**src/design/slp_pkg.sv**
```systemverilog
`default_nettype none
package slp_pkg;

  // Parser phase, one-hot.
  typedef enum logic [3:0] {
    PH_IDLE = 4'b0001,
    PH_ZERO = 4'b0010,
    PH_DEC  = 4'b0100,
    PH_HEX  = 4'b1000
  } phase_t;

  // Status codes of a result.
  localparam logic [2:0] ST_OK       = 3'd0;
  localparam logic [2:0] ST_NODIGIT  = 3'd1;
  localparam logic [2:0] ST_TOOLARGE = 3'd2;
  localparam logic [2:0] ST_HALFWORD = 3'd3;
  localparam logic [2:0] ST_HEXLEN   = 3'd4;

  // Size codes of a result.
  localparam logic [1:0] SZ_BYTE = 2'd0;
  localparam logic [1:0] SZ_HALF = 2'd1;
  localparam logic [1:0] SZ_WORD = 2'd2;

  // Character constants.
  localparam logic [7:0] CH_LOWER_X = 8'h78;
  localparam logic [7:0] CH_UPPER_H = 8'h48;
  localparam logic [7:0] CH_UPPER_W = 8'h57;

  // Value limits.
  localparam logic [35:0] LIMIT32   = 36'h0_FFFF_FFFF;
  localparam logic [31:0] HALF_MIN  = 32'h0001_0000;
  localparam logic [31:0] BYTE2_MIN = 32'h0000_0100;
  localparam logic [3:0]  HEX_CNT_MAX = 4'd15;

  // Decoded view of one character.
  typedef struct packed {
    logic       dec_ok;
    logic       hex_ok;
    logic [3:0] digit;
    logic       is_x;
    logic       is_h;
    logic       is_w;
  } char_info_t;

  // One result of the parser.
  typedef struct packed {
    logic [31:0] value;
    logic [1:0]  size_code;
    logic [2:0]  status;
    logic        end_consumed;
  } result_t;

endpackage
`default_nettype wire

```
**src/design/sized_integer_literal_parser.sv**
```systemverilog
`default_nettype none
// Sized integer literal parser. Feed one ASCII character per request on the
// in_ channel; each character that ends a literal (decimal with an optional H
// or W suffix, or 0x hex) yields one request on the out_ channel carrying the
// value, byte size, status and whether the suffix was consumed. The block
// takes one character every cycle while the input is not stalled. A result
// is presented once its terminating character has sat in the input register,
// where the state update is worked out, and the outcome has been captured in
// the result register, which waits while an earlier result is still held.
// A waiting result stalls the input only when the next character also ends a
// literal; digits keep flowing while a result is held.
module sized_integer_literal_parser (
  input  wire logic        clk,
  input  wire logic        rst_n,
  input  wire logic        in_valid,
  output logic             in_stall,
  input  wire logic [7:0]  in_ch,
  output logic             out_valid,
  input  wire logic        out_stall,
  output logic [31:0]      out_value,
  output logic [1:0]       out_size_code,
  output logic [2:0]       out_status,
  output logic             out_end_consumed
);

  logic                in_vld_r;
  logic [7:0]          in_ch_r;
  logic                out_vld_r;
  slp_pkg::result_t    out_res_r;
  slp_pkg::char_info_t info;
  slp_pkg::result_t    result;
  logic                emit;
  logic                advance;

  slp_char_decode u_decode (
    .ch   (in_ch_r),
    .info (info)
  );

  slp_core u_core (
    .clk    (clk),
    .rst_n  (rst_n),
    .step   (advance),
    .info   (info),
    .emit   (emit),
    .result (result)
  );

  // The held character moves on unless it has a result with nowhere to go.
  assign advance  = in_vld_r && (!emit || !out_vld_r || !out_stall);
  assign in_stall = in_vld_r && !advance;

  // Input register.
  always_ff @(posedge clk) begin
    if (!rst_n) begin
      in_vld_r <= 1'b0;
    end else if (!in_stall) begin
      in_vld_r <= in_valid;
    end
  end

  always_ff @(posedge clk) begin
    if (!in_stall && in_valid) begin
      in_ch_r <= in_ch;
    end
  end

  // Result register.
  always_ff @(posedge clk) begin
    if (!rst_n) begin
      out_vld_r <= 1'b0;
    end else if (advance && emit) begin
      out_vld_r <= 1'b1;
    end else if (!out_stall) begin
      out_vld_r <= 1'b0;
    end
  end

  always_ff @(posedge clk) begin
    if (advance && emit) begin
      out_res_r <= result;
    end
  end

  assign out_valid        = out_vld_r;
  assign out_value        = out_res_r.value;
  assign out_size_code    = out_res_r.size_code;
  assign out_status       = out_res_r.status;
  assign out_end_consumed = out_res_r.end_consumed;

endmodule
`default_nettype wire

```
**src/design/slp_char_decode.sv**
```systemverilog
`default_nettype none
module slp_char_decode (
  input  wire logic [7:0]        ch,
  output slp_pkg::char_info_t    info
);

  // Classify the character and extract its digit value.
  always_comb begin
    info        = '0;
    info.is_x   = (ch == slp_pkg::CH_LOWER_X);
    info.is_h   = (ch == slp_pkg::CH_UPPER_H);
    info.is_w   = (ch == slp_pkg::CH_UPPER_W);
    if (ch inside {[8'h30:8'h39]}) begin
      info.dec_ok = 1'b1;
      info.hex_ok = 1'b1;
      info.digit  = 4'(ch - 8'h30);
    end else if (ch inside {[8'h41:8'h46]}) begin
      info.hex_ok = 1'b1;
      info.digit  = 4'(ch - 8'h37);
    end else if (ch inside {[8'h61:8'h66]}) begin
      info.hex_ok = 1'b1;
      info.digit  = 4'(ch - 8'h57);
    end
  end

endmodule
`default_nettype wire

```
**src/design/slp_core.sv**
```systemverilog
`default_nettype none
module slp_core (
  input  wire logic                 clk,
  input  wire logic                 rst_n,
  input  wire logic                 step,
  input  wire slp_pkg::char_info_t  info,
  output logic                      emit,
  output slp_pkg::result_t          result
);

  slp_pkg::phase_t phase_r, phase_nxt;
  logic [31:0]     accum_r, accum_nxt;
  logic            ovf_r, ovf_nxt;
  logic [3:0]      hex_cnt_r, hex_cnt_nxt;

  logic [35:0] dec_sum;
  logic [35:0] hex_sum;

  // Constant-multiply accumulate for both radixes.
  assign dec_sum = ({4'b0, accum_r} << 3) + ({4'b0, accum_r} << 1) + {32'b0, info.digit};
  assign hex_sum = ({4'b0, accum_r} << 4) + {32'b0, info.digit};

  // Next state and result for the current character.
  always_comb begin
    phase_nxt   = phase_r;
    accum_nxt   = accum_r;
    ovf_nxt     = ovf_r;
    hex_cnt_nxt = hex_cnt_r;
    emit        = 1'b0;
    result      = '0;
    case (phase_r)
      slp_pkg::PH_IDLE: begin
        if (!info.dec_ok) begin
          emit          = 1'b1;
          result.status = slp_pkg::ST_NODIGIT;
        end else begin
          accum_nxt   = {28'b0, info.digit};
          ovf_nxt     = 1'b0;
          hex_cnt_nxt = '0;
          phase_nxt   = (info.digit == 4'd0) ? slp_pkg::PH_ZERO : slp_pkg::PH_DEC;
        end
      end
      slp_pkg::PH_ZERO, slp_pkg::PH_DEC: begin
        if (phase_r == slp_pkg::PH_ZERO && info.is_x) begin
          phase_nxt   = slp_pkg::PH_HEX;
          accum_nxt   = '0;
          hex_cnt_nxt = '0;
        end else if (info.dec_ok) begin
          phase_nxt = slp_pkg::PH_DEC;
          if (!ovf_r) begin
            if (dec_sum >= slp_pkg::LIMIT32) begin
              ovf_nxt = 1'b1;
            end else begin
              accum_nxt = dec_sum[31:0];
            end
          end
        end else begin
          emit = 1'b1;
          if (ovf_r) begin
            result.status = slp_pkg::ST_TOOLARGE;
          end else if (info.is_h) begin
            if (accum_r >= slp_pkg::HALF_MIN) begin
              result.status = slp_pkg::ST_HALFWORD;
            end else begin
              result.value        = accum_r;
              result.size_code    = slp_pkg::SZ_HALF;
              result.end_consumed = 1'b1;
            end
          end else if (info.is_w) begin
            result.value        = accum_r;
            result.size_code    = slp_pkg::SZ_WORD;
            result.end_consumed = 1'b1;
          end else begin
            result.value = accum_r;
            if (accum_r >= slp_pkg::HALF_MIN) begin
              result.size_code = slp_pkg::SZ_WORD;
            end else if (accum_r >= slp_pkg::BYTE2_MIN) begin
              result.size_code = slp_pkg::SZ_HALF;
            end else begin
              result.size_code = slp_pkg::SZ_BYTE;
            end
          end
        end
      end
      slp_pkg::PH_HEX: begin
        if (info.hex_ok) begin
          if (!ovf_r) begin
            if (hex_sum >= slp_pkg::LIMIT32) begin
              ovf_nxt = 1'b1;
            end else begin
              accum_nxt = hex_sum[31:0];
            end
          end
          if (hex_cnt_r < slp_pkg::HEX_CNT_MAX) begin
            hex_cnt_nxt = hex_cnt_r + 4'd1;
          end
        end else begin
          emit = 1'b1;
          if (ovf_r) begin
            result.status = slp_pkg::ST_TOOLARGE;
          end else begin
            case (hex_cnt_r)
              4'd2: begin
                result.value     = accum_r;
                result.size_code = slp_pkg::SZ_BYTE;
              end
              4'd4: begin
                result.value     = accum_r;
                result.size_code = slp_pkg::SZ_HALF;
              end
              4'd8: begin
                result.value     = accum_r;
                result.size_code = slp_pkg::SZ_WORD;
              end
              default: begin
                result.status = slp_pkg::ST_HEXLEN;
              end
            endcase
          end
        end
      end
      default: begin
        phase_nxt = slp_pkg::PH_IDLE;
      end
    endcase
    // Every result ends the literal and returns the parser to idle.
    if (emit) begin
      phase_nxt   = slp_pkg::PH_IDLE;
      accum_nxt   = '0;
      ovf_nxt     = 1'b0;
      hex_cnt_nxt = '0;
    end
  end

  // Parser state, updated once per consumed character.
  always_ff @(posedge clk) begin
    if (!rst_n) begin
      phase_r   <= slp_pkg::PH_IDLE;
      accum_r   <= '0;
      ovf_r     <= 1'b0;
      hex_cnt_r <= '0;
    end else if (step) begin
      phase_r   <= phase_nxt;
      accum_r   <= accum_nxt;
      ovf_r     <= ovf_nxt;
      hex_cnt_r <= hex_cnt_nxt;
    end
  end

endmodule
`default_nettype wire

```
**config.mk**
```make
export PLATFORM = sky130hd
export DESIGN_NAME = sized_integer_literal_parser
export DESIGN_NICKNAME = d
export VERILOG_FILES = /design/src/design/slp_pkg.sv /design/src/design/sized_integer_literal_parser.sv /design/src/design/slp_char_decode.sv /design/src/design/slp_core.sv
export SDC_FILE = /design/constraint.sdc
export NUM_CORES = 1
export LEC_CHECK = 0
export BUFFER_PORTS_ARGS = -buffer_cell sky130_fd_sc_hd__buf_4
export CORE_ASPECT_RATIO = 0.5
export CORE_UTILIZATION = 55
export DETAILED_ROUTE_END_ITERATION = 8
export PLACE_DENSITY = 0.83
export REMOVE_ABC_BUFFERS = 1
export SETUP_SLACK_MARGIN = 0.1
export SYNTH_ARGS = -nofsm -noshare
export SYNTH_HDL_FRONTEND = slang
export SYNTH_SLANG_ARGS = --single-unit
```
**constraint.sdc**
```tcl
create_clock -name clk -period 5.98 [get_ports clk]
set_input_delay 0.897 -clock clk [delete_from_list [all_inputs] [get_ports clk]]
set_output_delay 0.897 -clock clk [all_outputs]
set_load 0.02 [all_outputs]
```
==> results.json <==
{
  "cp_top_family": "compound AO/OA/AOI/OAI gates",
  "hold_viol_final": 0,
  "status": "complete, no violations",
  "place.gp.congestion": 0.9912,
  "dr.first_iter.drc_count": 512,
  "fp.dieH_um": 81.26,
  "synth_flop_cell": "edfxtp_1",
  "core-area_sq_mm": 0.01202,
  "die-area_sq_mm": 0.01304,
  "overflow": 0,
  "yosys_warnings": 0,
  "cp.required_ns": 6.24,
  "drv_slew": 0,
  "endpoint": "u_core.accum_r[16]",
  "hpwlAfterDp_mm": 13.33,
  "cts_made_buffers": 9,
  "fin_crit_ns": 5.520,
  "cp-end-kind": "register",
  "r2r_start": "in_ch_r[0]",
  "clock_latency_ns": 0.34,
  "post-route-drc-count": 0,
  "setup_viol": 0,
  "grt_usage_pct": 27.38,
  "fmax_ghz": 0.1812,
  "grt_max_degree": 47,
  "area_growth_pct": 11.53,
  "path_clk_slew_ns": 0.06,
  "num_vias": 6209,
  "reg2regPathDepth": 22,
  "layout_setup_ws_ns": 0.4603,
  "cts_tree": "yes",
  "rows": 28,
  "synth_top_area_share_pct": 19.99,
  "p_leak_nw": 3.168,
  "viasPerCell": 6.381,
  "wl_per_cell_um": 18.33,
  "io_buffer_count": 51,
  "worstPathMaxFanout": 32,
  "period_share_pct": 92.30,
  "max_stage_delay_ns": 0.56,
  "clock_path_buffers": 2,
  "crit_path_top_delay_cell": "or4_4",
  "critPathLaunchType": "register",
  "rsz0062_at_grt": "false",
  "avgSynthCellArea_sq_um": 9.010,
  "finalClockSkew_ns": 0.007955,
  "antenna-diode-count": 0,
  "hp-class": "register to register",
  "maxSlewHeadroom_pct": 15.71,
  "htreeDepth": 3,
  "cellPowerDensity_mw_per_mm2": 175.9,
  "synth_common_cells": "nand2_1 (103), ha_1 (70), nor2_1 (50)",
  "dpl_worst_slack_ns": 0.2182,
  "yosys.area.top_type": "edfxtp_1",
  "ys_types": 75,
  "synthMostInstantiatedCell": "nand2_1",
  "ant_nets": 0,
  "filler_cell_count": 1007,
  "firstDrtPassIters": 5,
  "total_power_w": 0.001356,
  "synth_area_leaders": "edfxtp_1 (20%), ha_1 (13%), dfxtp_1 (12%), nand2_1 (5.6%), mux2i_1 (4.6%)",
  "synthArstFlopShare_pct": 0,
  "grt_pass1_vias": 5832,
  "r2r-end": "u_core.accum_r[16]",
  "synthCells": 767,
  "critical_path_class": "register to register",
  "start_util_pct": 57.51,
  "postPlaceCellArea_sq_mm": 0.007382,
  "die_w_um": 160.5,
  "grt_pass1_wl_mm": 28.30,
  "critPathBufInv": 3,
  "synth_edf_count": 46,
  "setup_tns_ns": 0,
  "holdPathStages": 2,
  "synth-seq-area-share_pct": 32.45,
  "final_area_sq_mm": 0.007707,
  "cp_num_cells": 22,
  "reg2reg_slack_ns": 0.46,
  "ioPinCount": 52,
  "ctsRootBufferMaster": "clkbuf_16",
  "ys_seq_elements": 89,
  "final_layout_size_suffix_gt1_share_pct": 11.88,
  "crit_arrival_ns": 5.78,
  "syn-cell-area_sq_mm": 0.006910,
  "wl_mm": 17.84,
  "cp_cell_sequence": "inv_1 -> ha_1 -> o21bai_1 -> a2111oi_4 -> a21oi_1 -> nor2_1 -> a21oi_2 -> fa_1 -> inv_1 -> fa_1 -> nand2b_1 -> a21oi_2 -> o21ai_0 -> a211oi_1 -> o211ai_1 -> o21ai_1 -> xor2_1 -> or4_4 -> a41oi_4 -> o21a_1 -> buf_12 -> mux2i_1",
  "antenna_found_initial": 0,
  "ir_drop_uv": 139.0,
  "critPathLaunch": "in_ch_r[0]",
  "worst_slew_pin_slew_ns": 1.261,
  "maxCapViolations": 0,
  "cts_sinks": 89,
  "finalNetCount": 887
}
-- sequential cells by signal, summed over array words and instances, names as in the netlist --
signal,count
u_core.hex_cnt_r,4
out_valid,1
u_core.ovf_r,1
u_core.accum_r,32
out_value,32
out_size_code,2
in_vld_r,1
in_ch_r,8
out_end_consumed,1
out_status,3
u_core.phase_r,4
-- area by class of cell --
type / count / area (sq um) / share of cell area (%)
clock buffers: 9 / 225.2 / 2.922
clock inverters: 7 / 67.56 / 0.8766
inverters: 19 / 71.32 / 0.9253
multi-input cells: 626 / 4447 / 57.69
flip-flops and latches: 89 / 2242 / 29.09
well taps: 165 / 206.4 / 2.679
repair buffers: 58 / 447.9 / 5.812
-- logic make-up (layout without fill, tap and decap cells) --
logic type      Yosys count  after routing  synth area share, %
simple gates            296            296                21.75
compound gates          197            197                20.44
flops                    89             89                32.45
fa+ha+maj                72             72                13.25
buf+inv                  52             93                3.802
mux                      32             32                4.635
xor+xnor                 29             29                3.675
-- layer usage --
layer,GRT usage [%],vias up,wire length (um)
li1,-,2928,-
met1,34.67,2978,7742
met2,48.31,266,8464
met3,5.107,37,1359
met4,7.810,0,269
met5,0,-,0
-- through the flow --
step | utilization, % | hold WS, ns | std cells
finish | 64.14 | 0.5282 | 973
global route | 64.14 | 0.5549 | 973
CTS | 63.87 | 0.5215 | 971
detailed placement | 61.43 | 0.5090 | 955
global placement | 61.43 | 0.5023 | 955
floorplan | - | 0.4751 | 734
-- how the worst min path moves through the flow --
stage                        from                  to
4_1_cts        u_core.accum_r[29]  u_core.accum_r[29]
2_1_floorplan  u_core.accum_r[30]  u_core.accum_r[30]
3_5_place_dp   u_core.accum_r[29]  u_core.accum_r[29]
3_3_place_gp   u_core.accum_r[30]  u_core.accum_r[30]
6_report       u_core.accum_r[29]  u_core.accum_r[29]
5_1_grt        u_core.accum_r[30]  u_core.accum_r[30]
-- repair_timing --
item / CTS / global route
setup endpoints to repair: 0 / 33
resized for setup: 0 / 5
hold buffers: 0 / 0
setup buffers: 0 / 2
-- worst min-delay path, delay by kind of cell, from the launching register on --
kind | cells | cell delay [ns]
flops | 1 | 0.35
simple gates | 1 | 0.07
mux | 1 | 0.06
-- cell usage in the layout (no fill, tap or decap), drive strengths merged, types with 8 or more instances in the layout --
cell type / instances
a21o: 12
a21oi: 49
a22o: 17
buf: 58
clkbuf: 9
dfxtp: 43
edfxtp: 46
ha: 70
inv: 21
mux2i: 32
nand2: 104
nand2b: 9
nand3: 13
nand4: 16
nor2: 50
nor2b: 38
nor3: 15
nor4: 14
o211a: 8
o211ai: 13
o21ai: 40
xnor2: 11
xor2: 18
-- power by group --
group	switching, W	internal [W]	leakage, nW	total, W
clock network	0.000237	0.000323	0.141	0.000560
registers	0.0000150	0.000658	0.804	0.000673
logic	0.0000739	0.0000488	2.22	0.000123
total	0.000326	0.00103	3.17	0.00136
(Power assumes the default switching activity.)
